<file path="src/rtl/assert_macros.svh">
// Assertion helpers for the frame encoder RTL.
`ifndef ASSERT_MACROS_SVH
`define ASSERT_MACROS_SVH

`ifndef SYNTHESIS

// Implication checked at every clock edge outside reset.
`define RFSW_ASSERT(lbl, clk, rst_n, prop, msg) \
    lbl: assert property (@(posedge clk) disable iff (!rst_n) (prop)) else $error(msg);

// Condition that must never be true outside reset.
`define RFSW_NEVER(lbl, clk, rst_n, cond, msg) \
    lbl: assert property (@(posedge clk) disable iff (!rst_n) !(cond)) else $error(msg);

`else

`define RFSW_ASSERT(lbl, clk, rst_n, prop, msg)
`define RFSW_NEVER(lbl, clk, rst_n, cond, msg)

`endif

`endif

</file>
<file path="src/rtl/rfsw_pkg.sv">
`default_nettype none

package rfsw_pkg;

    localparam int unsigned FRAME_BITS = 26;
    localparam int unsigned CNT_W      = 5;

    localparam logic [4:0]  PREAMBLE     = 5'h19;
    localparam logic [3:0]  CSUM_SEED    = 4'h9;
    localparam logic [15:0] ONE_PULSE_US  = 16'd600;
    localparam logic [15:0] ZERO_PULSE_US = 16'd1300;
    localparam logic [15:0] GAP_US        = 16'd3400;
    localparam logic [15:0] LAST_GAP_US   = 16'd33400;  // gap plus 30000 trailer
    localparam logic [15:0] ERR_US        = 16'd0;

    localparam logic [2:0]  CHAN_ONE = 3'd1;
    localparam logic [2:0]  CHAN_TWO = 3'd2;
    localparam logic [2:0]  CHAN_BAD = 3'd4;
    localparam logic [2:0]  CHAN_ALL = 3'd5;

    typedef enum logic [1:0] {
        ST_IDLE,
        ST_PULSE,
        ST_GAP,
        ST_ERR
    } rfsw_state_t;

    typedef struct packed {
        logic load;
        logic shift;
        logic emit_pulse;
        logic emit_gap;
    } rfsw_cmd_t;

    typedef struct packed {
        logic in_bad;
        logic last_bit;
    } rfsw_stat_t;

endpackage

`default_nettype wire

</file>
<file path="src/rtl/rfsw_dp.sv">
`default_nettype none

module rfsw_dp
    import rfsw_pkg::*;
(
    input  wire logic        clk,
    input  wire logic        rst_n,
    input  wire logic [7:0]  system_code,
    input  wire logic [2:0]  channel_number,
    input  wire logic        switch_on,
    input  wire rfsw_cmd_t   cmd,
    output rfsw_stat_t       stat,
    output logic [15:0]      duration_us
);

    logic [FRAME_BITS-1:0] frame_reg, frame_next;
    logic [CNT_W-1:0]      cnt_reg, cnt_next;
    logic [7:0]            cmd_byte;
    logic [3:0]            csum;
    logic                  inv;

    always_comb
    begin
        inv      = (channel_number == CHAN_ONE) || (channel_number == CHAN_TWO);
        cmd_byte = {switch_on ^ inv, channel_number, 1'b0, ~switch_on, 2'b00};
        csum     = CSUM_SEED + system_code[3:0] + system_code[7:4]
                 + cmd_byte[3:0] + cmd_byte[7:4];
        stat.in_bad   = (channel_number == CHAN_BAD) || (channel_number > CHAN_ALL);
        stat.last_bit = (cnt_reg == CNT_W'(FRAME_BITS - 1));

        frame_next = frame_reg;
        cnt_next   = cnt_reg;
        if (cmd.load)
        begin
            frame_next = {1'b0, PREAMBLE, system_code, cmd_byte, csum};
            cnt_next   = '0;
        end
        else if (cmd.shift)
        begin
            frame_next = {frame_reg[FRAME_BITS-2:0], 1'b0};
            cnt_next   = cnt_reg + 1'b1;
        end

        if (cmd.emit_pulse)
            duration_us = frame_reg[FRAME_BITS-1] ? ONE_PULSE_US : ZERO_PULSE_US;
        else if (cmd.emit_gap)
            duration_us = stat.last_bit ? LAST_GAP_US : GAP_US;
        else
            duration_us = ERR_US;
    end

    // frame is payload, counter is control
    always_ff @(posedge clk)
    begin
        frame_reg <= frame_next;
    end

    always_ff @(posedge clk or negedge rst_n)
    begin
        if (!rst_n)
            cnt_reg <= '0;
        else
            cnt_reg <= cnt_next;
    end

endmodule

`default_nettype wire

</file>
<file path="src/rtl/rfsw_ctrl.sv">
`default_nettype none

module rfsw_ctrl
    import rfsw_pkg::*;
(
    input  wire logic        clk,
    input  wire logic        rst_n,
    input  wire logic        start,
    input  wire rfsw_stat_t  stat,
    output rfsw_cmd_t        cmd,
    output logic             busy,
    output logic             strobe,
    output logic             gap_phase,
    output logic             bad_channel,
    output logic             end_of_frame
);

    rfsw_state_t state_reg, state_next;

    always_ff @(posedge clk or negedge rst_n)
    begin
        if (!rst_n)
            state_reg <= ST_IDLE;
        else
            state_reg <= state_next;
    end

    always_comb
    begin
        state_next   = state_reg;
        cmd          = '0;
        busy         = 1'b1;
        strobe       = 1'b0;
        gap_phase    = 1'b0;
        bad_channel  = 1'b0;
        end_of_frame = 1'b0;
        case (state_reg)
            ST_IDLE:
            begin
                busy = 1'b0;
                if (start)
                begin
                    cmd.load   = 1'b1;
                    state_next = stat.in_bad ? ST_ERR : ST_PULSE;
                end
            end
            ST_PULSE:
            begin
                cmd.emit_pulse = 1'b1;
                strobe         = 1'b1;
                state_next     = ST_GAP;
            end
            ST_GAP:
            begin
                cmd.emit_gap = 1'b1;
                strobe       = 1'b1;
                gap_phase    = 1'b1;
                end_of_frame = stat.last_bit;
                if (stat.last_bit)
                    state_next = ST_IDLE;
                else
                begin
                    cmd.shift  = 1'b1;
                    state_next = ST_PULSE;
                end
            end
            ST_ERR:
            begin
                // datapath drives zero duration when no emit command is set
                strobe       = 1'b1;
                bad_channel  = 1'b1;
                end_of_frame = 1'b1;
                state_next   = ST_IDLE;
            end
            default:
            begin
                state_next = ST_IDLE;
            end
        endcase
    end

endmodule

`default_nettype wire

</file>
<file path="src/rtl/rf_switch_pulse_frame_encoder_top.sv">
`default_nettype none
// Channel   | Signals                                        | Handshake
// ----------+------------------------------------------------+------------------------
// command   | system_code, channel_number, switch_on         | start & !busy
// result    | duration_us, gap_phase, bad_channel, end_of_frame | strobe, one cycle each
//
// A good command gives a pulse result and a gap result per frame bit, on
// consecutive cycles starting the cycle after acceptance; busy drops after the last one.
// A rejected channel gives one result the cycle after acceptance.
// The results come from the pulse/gap sequencer walking the 26-bit frame register.
// Reset (rst_n, async, active low) returns the sequencer to idle.
// The receiver cannot stall: every strobed result is taken in its cycle.

`include "assert_macros.svh"

module rf_switch_pulse_frame_encoder_top
    import rfsw_pkg::*;
(
    input  wire logic        clk,
    input  wire logic        rst_n,
    input  wire logic        start,
    output logic             busy,
    input  wire logic [7:0]  system_code,
    input  wire logic [2:0]  channel_number,
    input  wire logic        switch_on,
    output logic             strobe,
    output logic [15:0]      duration_us,
    output logic             gap_phase,
    output logic             bad_channel,
    output logic             end_of_frame
);

    rfsw_cmd_t  cmd;   // controller -> datapath
    rfsw_stat_t stat;  // datapath -> controller

    logic pulse_cyc;   // first duration of a good bit on the result port
    logic err_shape;   // fields that an error result must not show

    assign pulse_cyc = strobe && !gap_phase && !bad_channel;
    assign err_shape = !end_of_frame || (duration_us != ERR_US);

    rfsw_ctrl u_ctrl (
        .clk          (clk),
        .rst_n        (rst_n),
        .start        (start),
        .stat         (stat),
        .cmd          (cmd),
        .busy         (busy),
        .strobe       (strobe),
        .gap_phase    (gap_phase),
        .bad_channel  (bad_channel),
        .end_of_frame (end_of_frame)
    );

    // frame build, bit walk and duration select
    rfsw_dp u_dp (
        .clk            (clk),
        .rst_n          (rst_n),
        .system_code    (system_code),
        .channel_number (channel_number),
        .switch_on      (switch_on),
        .cmd            (cmd),
        .stat           (stat),
        .duration_us    (duration_us)
    );

    // results only while a transaction is in flight
    `RFSW_ASSERT(a_strobe_busy, clk, rst_n, strobe |-> busy, "result outside transaction")
    // a pulse is always followed by its gap
    `RFSW_ASSERT(a_pulse_gap, clk, rst_n, pulse_cyc |=> (strobe && gap_phase), "pulse without gap")
    // last result frees the block next cycle
    `RFSW_ASSERT(a_eof_idle, clk, rst_n, (strobe && end_of_frame) |=> !busy, "busy after end of frame")
    // error result carries zero duration and closes the run
    `RFSW_NEVER(a_err_form, clk, rst_n, bad_channel && err_shape, "bad error result")

endmodule

`default_nettype wire

</file>
<file path="config.mk">
export PLATFORM = sky130hd
export DESIGN_NAME = rf_switch_pulse_frame_encoder_top
export DESIGN_NICKNAME = d
export VERILOG_FILES = /design/src/rtl/rfsw_pkg.sv /design/src/rtl/rfsw_dp.sv /design/src/rtl/rfsw_ctrl.sv /design/src/rtl/rf_switch_pulse_frame_encoder_top.sv
export VERILOG_INCLUDE_DIRS = /design/src /design/src/rtl
export SDC_FILE = /design/constraint.sdc
export NUM_CORES = 1
export LEC_CHECK = 0
export BUFFER_PORTS_ARGS = -buffer_cell sky130_fd_sc_hd__buf_2
export CAP_MARGIN = 20
export CORE_MARGIN = 3
export CORE_UTILIZATION = 58
export DETAILED_ROUTE_END_ITERATION = 10
export GPL_TIMING_DRIVEN = 1
export MAX_ROUTING_LAYER = met4
export PLACE_DENSITY_LB_ADDON = 0.25
export REMOVE_ABC_BUFFERS = 1
export SYNTH_ARGS = -nofsm -noshare
export SYNTH_HDL_FRONTEND = slang
export SYNTH_SLANG_ARGS = --single-unit
</file>
<file path="constraint.sdc">
create_clock -name clk -period 5.5 [get_ports clk]
set_input_delay 0.825 -clock clk [delete_from_list [all_inputs] [get_ports clk]]
set_output_delay 0.825 -clock clk [all_outputs]
set_load 0.05 [all_outputs]
</file>
==> impl_summary.log, run 1 <==
[metrics] overall overflow remaining after global route: 0
[metrics] Tot GR Track Use: between 20 and 25%
[metrics] area enclosed by the die boundary: about 3700 µm²
[metrics] synthesized cell area: ~1800 µm²
[metrics] DP HPWL: between 2000 and 2500 µm
[metrics] crit path DAT: 3.25 ns
[metrics] antenna violations before repair: 0
[metrics] count of filler cells inserted in the layout: 220
[metrics] max_slew headroom: ~52%
[metrics] number of antenna-violating nets in the routed design: 0
[metrics] leading cell types in the layout, fill and taps excluded: nand2_1 (35), buf_2 (29), inv_1 (17), edfxtp_1 (17), o21ai_0 (14)
[metrics] Leakage: 0.9460 nW
[metrics] maximum number of pins on one net before global-route repair: 26
[metrics] Port Buf Inserts: 29
[metrics] synthesis-to-layout area growth: 10.15%
[metrics] clock tree from TritonCTS: done
[metrics] Reg area: 865.8 µm²
[metrics] most common cell after layout, fill and taps aside: nand2_1
[metrics] number of pins with negative max-slew slack in the final report: 0
[metrics] clock-pin slew on the worst setup and hold paths: ~0.11 ns
[metrics] Min-Delay Path Class: in2async
[metrics] startpoint kind of the worst setup timing path: primary input
[metrics] die outline height: a little over 60 µm
[metrics] Global Route met2 Usage: between 30% and 40%
[metrics] period utilisation layout: 57.22%
[metrics] RSZ-0062 raised after global routing: no
[metrics] setup violators final: 0
[metrics] CTS Buffer Depth: 2
[metrics] clock latency of the later-clocked register in the worst-skew pair: about 0.34 ns
[metrics] placed cell areas: 1858 µm²
[metrics] Worst Setup Path Type: in2reg
[metrics] required time of the worst setup path: ~5.6 ns
[metrics] number of maximum-capacitance violations: 0
[metrics] first-iteration detailed-routing DRC count: 64
[metrics] proportion of synthesized chip area in sequential cells: between 40% and 50%
[metrics] peak supply drop: around 0.0004 V
[metrics] area of the multi-input gates: ~740 µm²
[metrics] distinct cell type count of the synthesized netlist: 34
[metrics] die width: between 60 and 70 µm
[metrics] final standard cell utilization of the core: between 60 and 70%
[metrics] ratio of cells with drive above 1 in the final layout: roughly a fifth
[metrics] Hold Vio Cnt, Final: 0
[metrics] number of global-route vias before repair: 1272
[metrics] routed vias/inst: 5.470
[metrics] site row count: 19
[metrics] origin of the worst setup path: channel_number[2]
[metrics] count of flip-flops with a built-in enable after synthesis: 17
[metrics] number of synthesized register bits: 33
[metrics] post-route cell area: 1928 µm²
[metrics] outcome: completed
[metrics] total of cells resized after clock tree synthesis: 0
[metrics] placer's final routability congestion estimate: around 0.8
[metrics] Initial Util: approximately 62%
[metrics] critical path capture point type: register
[metrics] Period minus WS final: 3.147 ns
[metrics] Max Fclk: about 320 MHz
[metrics] biggest area contributors in the synthesized netlist: edfxtp_1 (29%), dfxtp_1 (10%), dfrtp_1 (10%)
[metrics] met3 Usage GRT: 5.957%
[metrics] area share of the largest cell type after synthesis: between 20% and 30%
[metrics] number of H-tree branching levels: 2
[metrics] total power per unit cell area: 595.9 nW/µm²
[metrics] startpoint of the worst-slack reg-to-reg timing path: u_ctrl.state_reg[0]
[metrics] Synth Flop Type: edfxtp_1
[metrics] layer with the highest usage: met2
[metrics] slew at the pin closest to its max-slew limit: roughly 0.72 ns
[metrics] mean routed wirelength per cell: about 15 µm
[metrics] I/O pin count: 36
[metrics] number of sinks on the clock net: 33
[metrics] Largest register FFs: 26
[metrics] first-pass GRT wire length: ~5700 µm
[metrics] CTS Hold Buffers Added: 0
[metrics] final routed wirelength across all metal layers: between 3000 and 4000 µm
[metrics] net count of the finished layout: ~230
[metrics] CORE AREA: approximately 2800 µm²
[metrics] library cell with the largest summed area after synthesis: edfxtp_1
[metrics] setup clock skew after layout: about 0.012 ns
[metrics] total clock buffers created by CTS: 5
[metrics] count of yosys warnings during synthesis: 0
[metrics] Avg Inst Size Synth: a little under 10 µm²
[metrics] ys async rst share: between 20% and 30%
[metrics] first-pass iteration count of the detailed router: 4
[metrics] clock root buffer: clkbuf_4
[metrics] buffer count from post-CTS setup fixing: 0
[metrics] Via Count: 1280
[metrics] highest net fanout along the worst path: 4
[metrics] remaining routing DRC violations: 0
[metrics] Setup TNS: 0 ns
[metrics] GRT met1 Usage: between 20% and 30%
[metrics] Mapped Cells: 176
[metrics] number of inserted diodes: 0
## cell families (layout without fill, tap and decap cells)
logic type / count (synthesis) / count (layout) / share of synthesized area (%)
flip-flops: 33 / 33 / 49.46
AO/OA/AOI/OAI: 25 / 25 / 9.150
buffers and inverters: 34 / 56 / 9.507
XOR/XNOR: 8 / 8 / 5.576
adder cells (fa/ha/maj): 10 / 10 / 8.864
AND/OR/NAND/NOR: 65 / 65 / 17.23
other: 1 / 6 / 0.2142
## where the power goes
group | internal, W | switching (W) | total (W) | leakage (nW)
combinational | 0.000133 | 0.000393 | 0.000526 | 0.572
sequential | 0.000404 | 0.0000602 | 0.000464 | 0.336
clock | 0.0000764 | 0.0000824 | 0.000159 | 0.0381
## synthesized netlist by cell type, types with 3 or more instances
cell type	count
nand2_1	35
edfxtp_1	17
inv_1	17
o21ai_0	14
nand3_1	10
buf_4	9
dfxtp_1	9
dfrtp_1	7
ha_1	6
nor2_1	6
a22o_1	4
buf_2	4
fa_1	4
nand2b_1	3
xnor2_1	3
xor2_1	3
## metal layers
layer / part of all wire (%) / wire length (µm)
met5: 0 / 0
met4: 2.1 / 74
met3: 4.6 / 159
met2: 52 / 1804
met1: 41 / 1441
## metrics by stage
step | power [W] | std cells | hold slack [ns] | worst slack [ns]
finish | 0.001149 | 234 | 0.3002 | 2.353
global route | 0.001225 | 234 | 0.2980 | 2.308
CTS | 0.001155 | 234 | 0.2983 | 2.366
floorplan | 0.0008553 | 166 | 0.4081 | 1.961
global placement | 0.0009677 | 226 | 0.4133 | 2.121
detailed placement | 0.0009920 | 226 | 0.4253 | 2.003
## worst max-delay path, cell delays in order
cell and delay (ns):
buf_2 0.14, inv_1 0.07, fa_1 0.46, fa_1 0.51
fa_1 0.47, xnor2_1 0.19, xnor2_1 0.15, xnor3_1 0.24
a22o_1 0.18
## final cells by class
class	count	area share [%]
Tap cell	31	2.012
Inverter	19	3.699
Timing Repair Buffer	29	7.528
Clock inverter	1	0.1947
Clock buffer	7	3.439
Sequential cell	33	44.91
Multi-Input combinational cell	114	38.22
## final timing paths
path	to	slack, ns	cells past startpoint
setup / recovery	u_dp.frame_reg[3]	2.35	9
hold / removal	u_ctrl.state_reg[0]	0.30	1
setup reg to reg	u_dp.frame_reg[19]	3.19	3
hold reg to reg	u_dp.frame_reg[5]	0.44	2
max in group asynchronous	u_ctrl.state_reg[1]	5.03	1
min in group clk	u_dp.frame_reg[5]	0.44	2
No activity file was read; power rests on OpenSTA's default activity.
==> run 2, diff against run 1 <==
- CORE_UTILIZATION: 58 -> 54
- clock period: 5.5 -> 3.15 ns (I/O delays scaled with it)
==> run 2 against run 1 <==
Worst hold slack gained 0.14 ns. Flip-flop and latch count unchanged. Wire length shrank 3.8%. Critical path depth unchanged. Sequential power rose by 74%. Cell count grew 6.4%. Register-to-register slack got worse by 2.1 ns. First-iteration DRC count up 48%. Total power rose by 71%. Clock skew about the same. Critical path type unchanged. Highest routed layer unchanged.
==> impl_summary.log, run 2 (synthesis results as in run 1) <==
[metrics] Hold Vio Cnt, Final: 0 (unchanged)
[metrics] Min-Delay Path Class: reg2reg (was in2async)
[metrics] number of pins with negative max-slew slack in the final report: 0 (unchanged)
[metrics] most frequent CP cell: fa_1 (unchanged)
[metrics] Tot GR Track Use: 18.62% (was 22.50%)
[metrics] Largest register FFs: 26 (unchanged)
[metrics] synthesis-to-layout area growth: 11.44% (was 10.15%)
[metrics] critical path capture point type: register (unchanged)
[metrics] DP HPWL: 2473 µm (was 2446 µm)
[metrics] power after layout: 0.001970 W (was 0.001149 W)
[metrics] mean routed wirelength per cell: 13.44 µm (was 14.87 µm)
[metrics] setup violators final: 0 (unchanged)
[metrics] Reg area: 865.8 µm² (unchanged)
[metrics] Worst Setup Path Type: in2reg (unchanged)
[metrics] total buffers and inverters traversed by the critical path: 2 (unchanged)
[metrics] buffer count from post-CTS setup fixing: 0 (unchanged)
[metrics] kind of cell adding the most delay to the critical path: adder cells (unchanged)
[metrics] die width: 62.94 µm (was 60.94 µm)
[metrics] peak supply drop: 0.0008034 V (was 0.0003991 V)
[metrics] RSZ-0062 raised after global routing: no (unchanged)
[metrics] number of maximum-capacitance violations: 0 (unchanged)
[metrics] area of the multi-input gates: 737.0 µm² (unchanged)
[metrics] number of sinks on the clock net: 33 (unchanged)
[metrics] Max Fclk: about 360 MHz
[metrics] leading cell types in the layout, fill and taps excluded: nand2_1 (35), buf_2 (29), inv_1 (17), edfxtp_1 (17), o21ai_0 (14) (unchanged)
[metrics] net count of the finished layout: 229 (was 227)
[metrics] number of cells in the finished layout apart from fillers: 249 (was 234)
[metrics] number of inserted diodes: 0 (unchanged)
[metrics] CORE AREA: 3078 µm² (was 2805 µm²)
[metrics] total power per unit cell area: 1010 nW/µm² (was 595.9 nW/µm²)
[metrics] biggest cell delay along the critical path: 0.50 ns (was 0.51 ns)
[metrics] site row count: 20 (was 19)
[metrics] setup slack after layout: 0.3864 ns (was 2.353 ns)
[metrics] final routed wirelength across all metal layers: 3346 µm (was 3479 µm)
[metrics] critical-path cell list: buf_2 > inv_1 > fa_1 > fa_1 > fa_1 > xnor2_1 > xnor2_1 > xnor3_1 > a22o_1 (unchanged)
[metrics] placed cell areas: 1882 µm² (was 1858 µm²)
[metrics] number of global-route vias before repair: 1274 (was 1272)
[metrics] number of H-tree branching levels: 2 (unchanged)
[metrics] CTS Buffer Depth: 2 (unchanged)
[metrics] outcome: completed (unchanged)
[metrics] placement-stage worst setup slack: 0.02909 ns (was 2.003 ns)
[metrics] Port Buf Inserts: 29 (unchanged)
[metrics] hold_ws: 0.4420 ns (was 0.3002 ns)
[metrics] clock-pin slew on the worst setup and hold paths: 0.09 ns (was 0.11 ns)
[metrics] antenna violations before repair: 0 (unchanged)
[metrics] first-pass iteration count of the detailed router: 4 (unchanged)
[metrics] area enclosed by the die boundary: 3961 µm² (was 3713 µm²)
[metrics] post-route cell area: 1951 µm² (was 1928 µm²)
[metrics] CP max-delay cell: fa_1 (unchanged)
[metrics] routed vias/inst: 5.112 (was 5.470)
[metrics] crit path DAT: 2.85 ns (was 3.25 ns)
[metrics] placer's final routability congestion estimate: 0.8227 (was 0.7969)
[metrics] overall overflow remaining after global route: 0 (unchanged)
[metrics] Cells after DPL: 240 (was 226)
[metrics] slew at the pin closest to its max-slew limit: 0.7116 ns (was 0.7220 ns)
[metrics] remaining routing DRC violations: 0 (unchanged)
[metrics] max_slew headroom: 52.44% (was 51.75%)
[metrics] clock root buffer: clkbuf_4 (unchanged)
[metrics] ratio of cells with drive above 1 in the final layout: 20.00% (was 19.70%)
[metrics] Initial Util: 56.87% (was 62.40%)
[metrics] number of antenna-violating nets in the routed design: 0 (unchanged)
[metrics] die outline height: 62.94 µm (was 60.94 µm)
[metrics] highest net fanout along the worst path: 4 (unchanged)
[metrics] period utilisation layout: between 80% and 90%
[metrics] setup clock skew after layout: 0.01232 ns (was 0.01208 ns)
[metrics] Period minus WS final: ~2.8 ns
[metrics] required time of the worst setup path: 3.24 ns (was 5.60 ns)
[metrics] startpoint kind of the worst setup timing path: primary input (unchanged)
[metrics] first-pass GRT wire length: 5568 µm (was 5720 µm)
[metrics] clock tree from TritonCTS: done (unchanged)
[metrics] I/O pin count: 36 (unchanged)
[metrics] clock latency of the later-clocked register in the worst-skew pair: 0.33 ns (was 0.34 ns)
[metrics] most common cell after layout, fill and taps aside: nand2_1 (unchanged)
[metrics] maximum number of pins on one net before global-route repair: 26 (unchanged)
[metrics] count of filler cells inserted in the layout: 253 (was 220)
[metrics] Via Count: 1273 (was 1280)
[metrics] Leakage: 0.9491 nW (was 0.9460 nW)
[metrics] first-iteration detailed-routing DRC count: 95 (was 64)
[metrics] total clock buffers created by CTS: 5 (unchanged)
[run 2: cell types whose count changed in the layout (fill, tap and decap cells not counted)]
| cell | change |
|---|---|
| buf_4 | +1 |
| clkbuf_1 | +1 |
| clkinv_1 | -1 |
| clkbuf_8 | +1 |
| dlygate4sd3_1 | +1 |
| clkbuf_16 | -1 |
[run 2: area by class of cell]
type,instances,area share (%)
clock buffer,8,3.015
inverter,19,3.656
multi-input combinational,114,37.78
sequential,33,44.39
tap,44,2.822
timing repair buffer,31,8.339
[run 2: worst paths after layout]
kind / start / end / slack [ns] / cells after the start
min reg2reg: u_dp.frame_reg[19] / u_dp.frame_reg[20] / 0.44 / 2
max in group asynchronous: rst_n / u_dp.cnt_reg[0] / 2.49 / 2
min: u_dp.frame_reg[19] / u_dp.frame_reg[20] / 0.44 / 2
max: channel_number[2] / u_dp.frame_reg[3] / 0.39 / 9
max reg2reg: u_dp.cnt_reg[1] / u_dp.frame_reg[6] / 1.09 / 5
min in group asynchronous: rst_n / u_ctrl.state_reg[0] / 0.49 / 2
[run 2: timing repair]
| item | CTS | global route |
|---|---|---|
| gates resized for setup | 0 | 0 |
| hold endpoints to repair | 7 | 0 |
| hold buffers | 1 | 0 |
[run 2: routing by layer]
layer  up-vias  part of all wire [%]  wire length (µm)  global-route usage [%]
met5         -                     0                 0                       -
met4         0                   1.3                44                   6.612
met3         7                   5.9               198                   4.317
met2        37                    51              1690                   31.23
met1       606                    42              1412                   21.83
li1        623                     -                 -                       -
[run 2: worst reg2reg max path, cell delays in order, from the launching register on]
cell      delay [ns]
dfrtp_1         0.42
inv_1           0.07
ha_1            0.17
nand4b_1        0.18
nand2_2         0.30
nand2_1         0.50
[run 2: metrics by stage]
| stage | utilization, % | TNS [ns] |
|---|---|---|
| 6_report | 63.37 | 0 |
| 5_1_grt | 63.37 | 0 |
| 4_1_cts | 63.37 | 0 |
| 3_5_place_dp | 61.14 | 0 |
| 3_3_place_gp | 61.14 | 0 |
| 2_1_floorplan | - | -0.07278 |
[run 2: power breakdown]
| group | internal, W | switching (W) |
|---|---|---|
| Clock | 0.000110 | 0.000140 |
| Sequential | 0.000705 | 0.000103 |
| Combinational | 0.000237 | 0.000676 |
| Total | 0.00105 | 0.000919 |
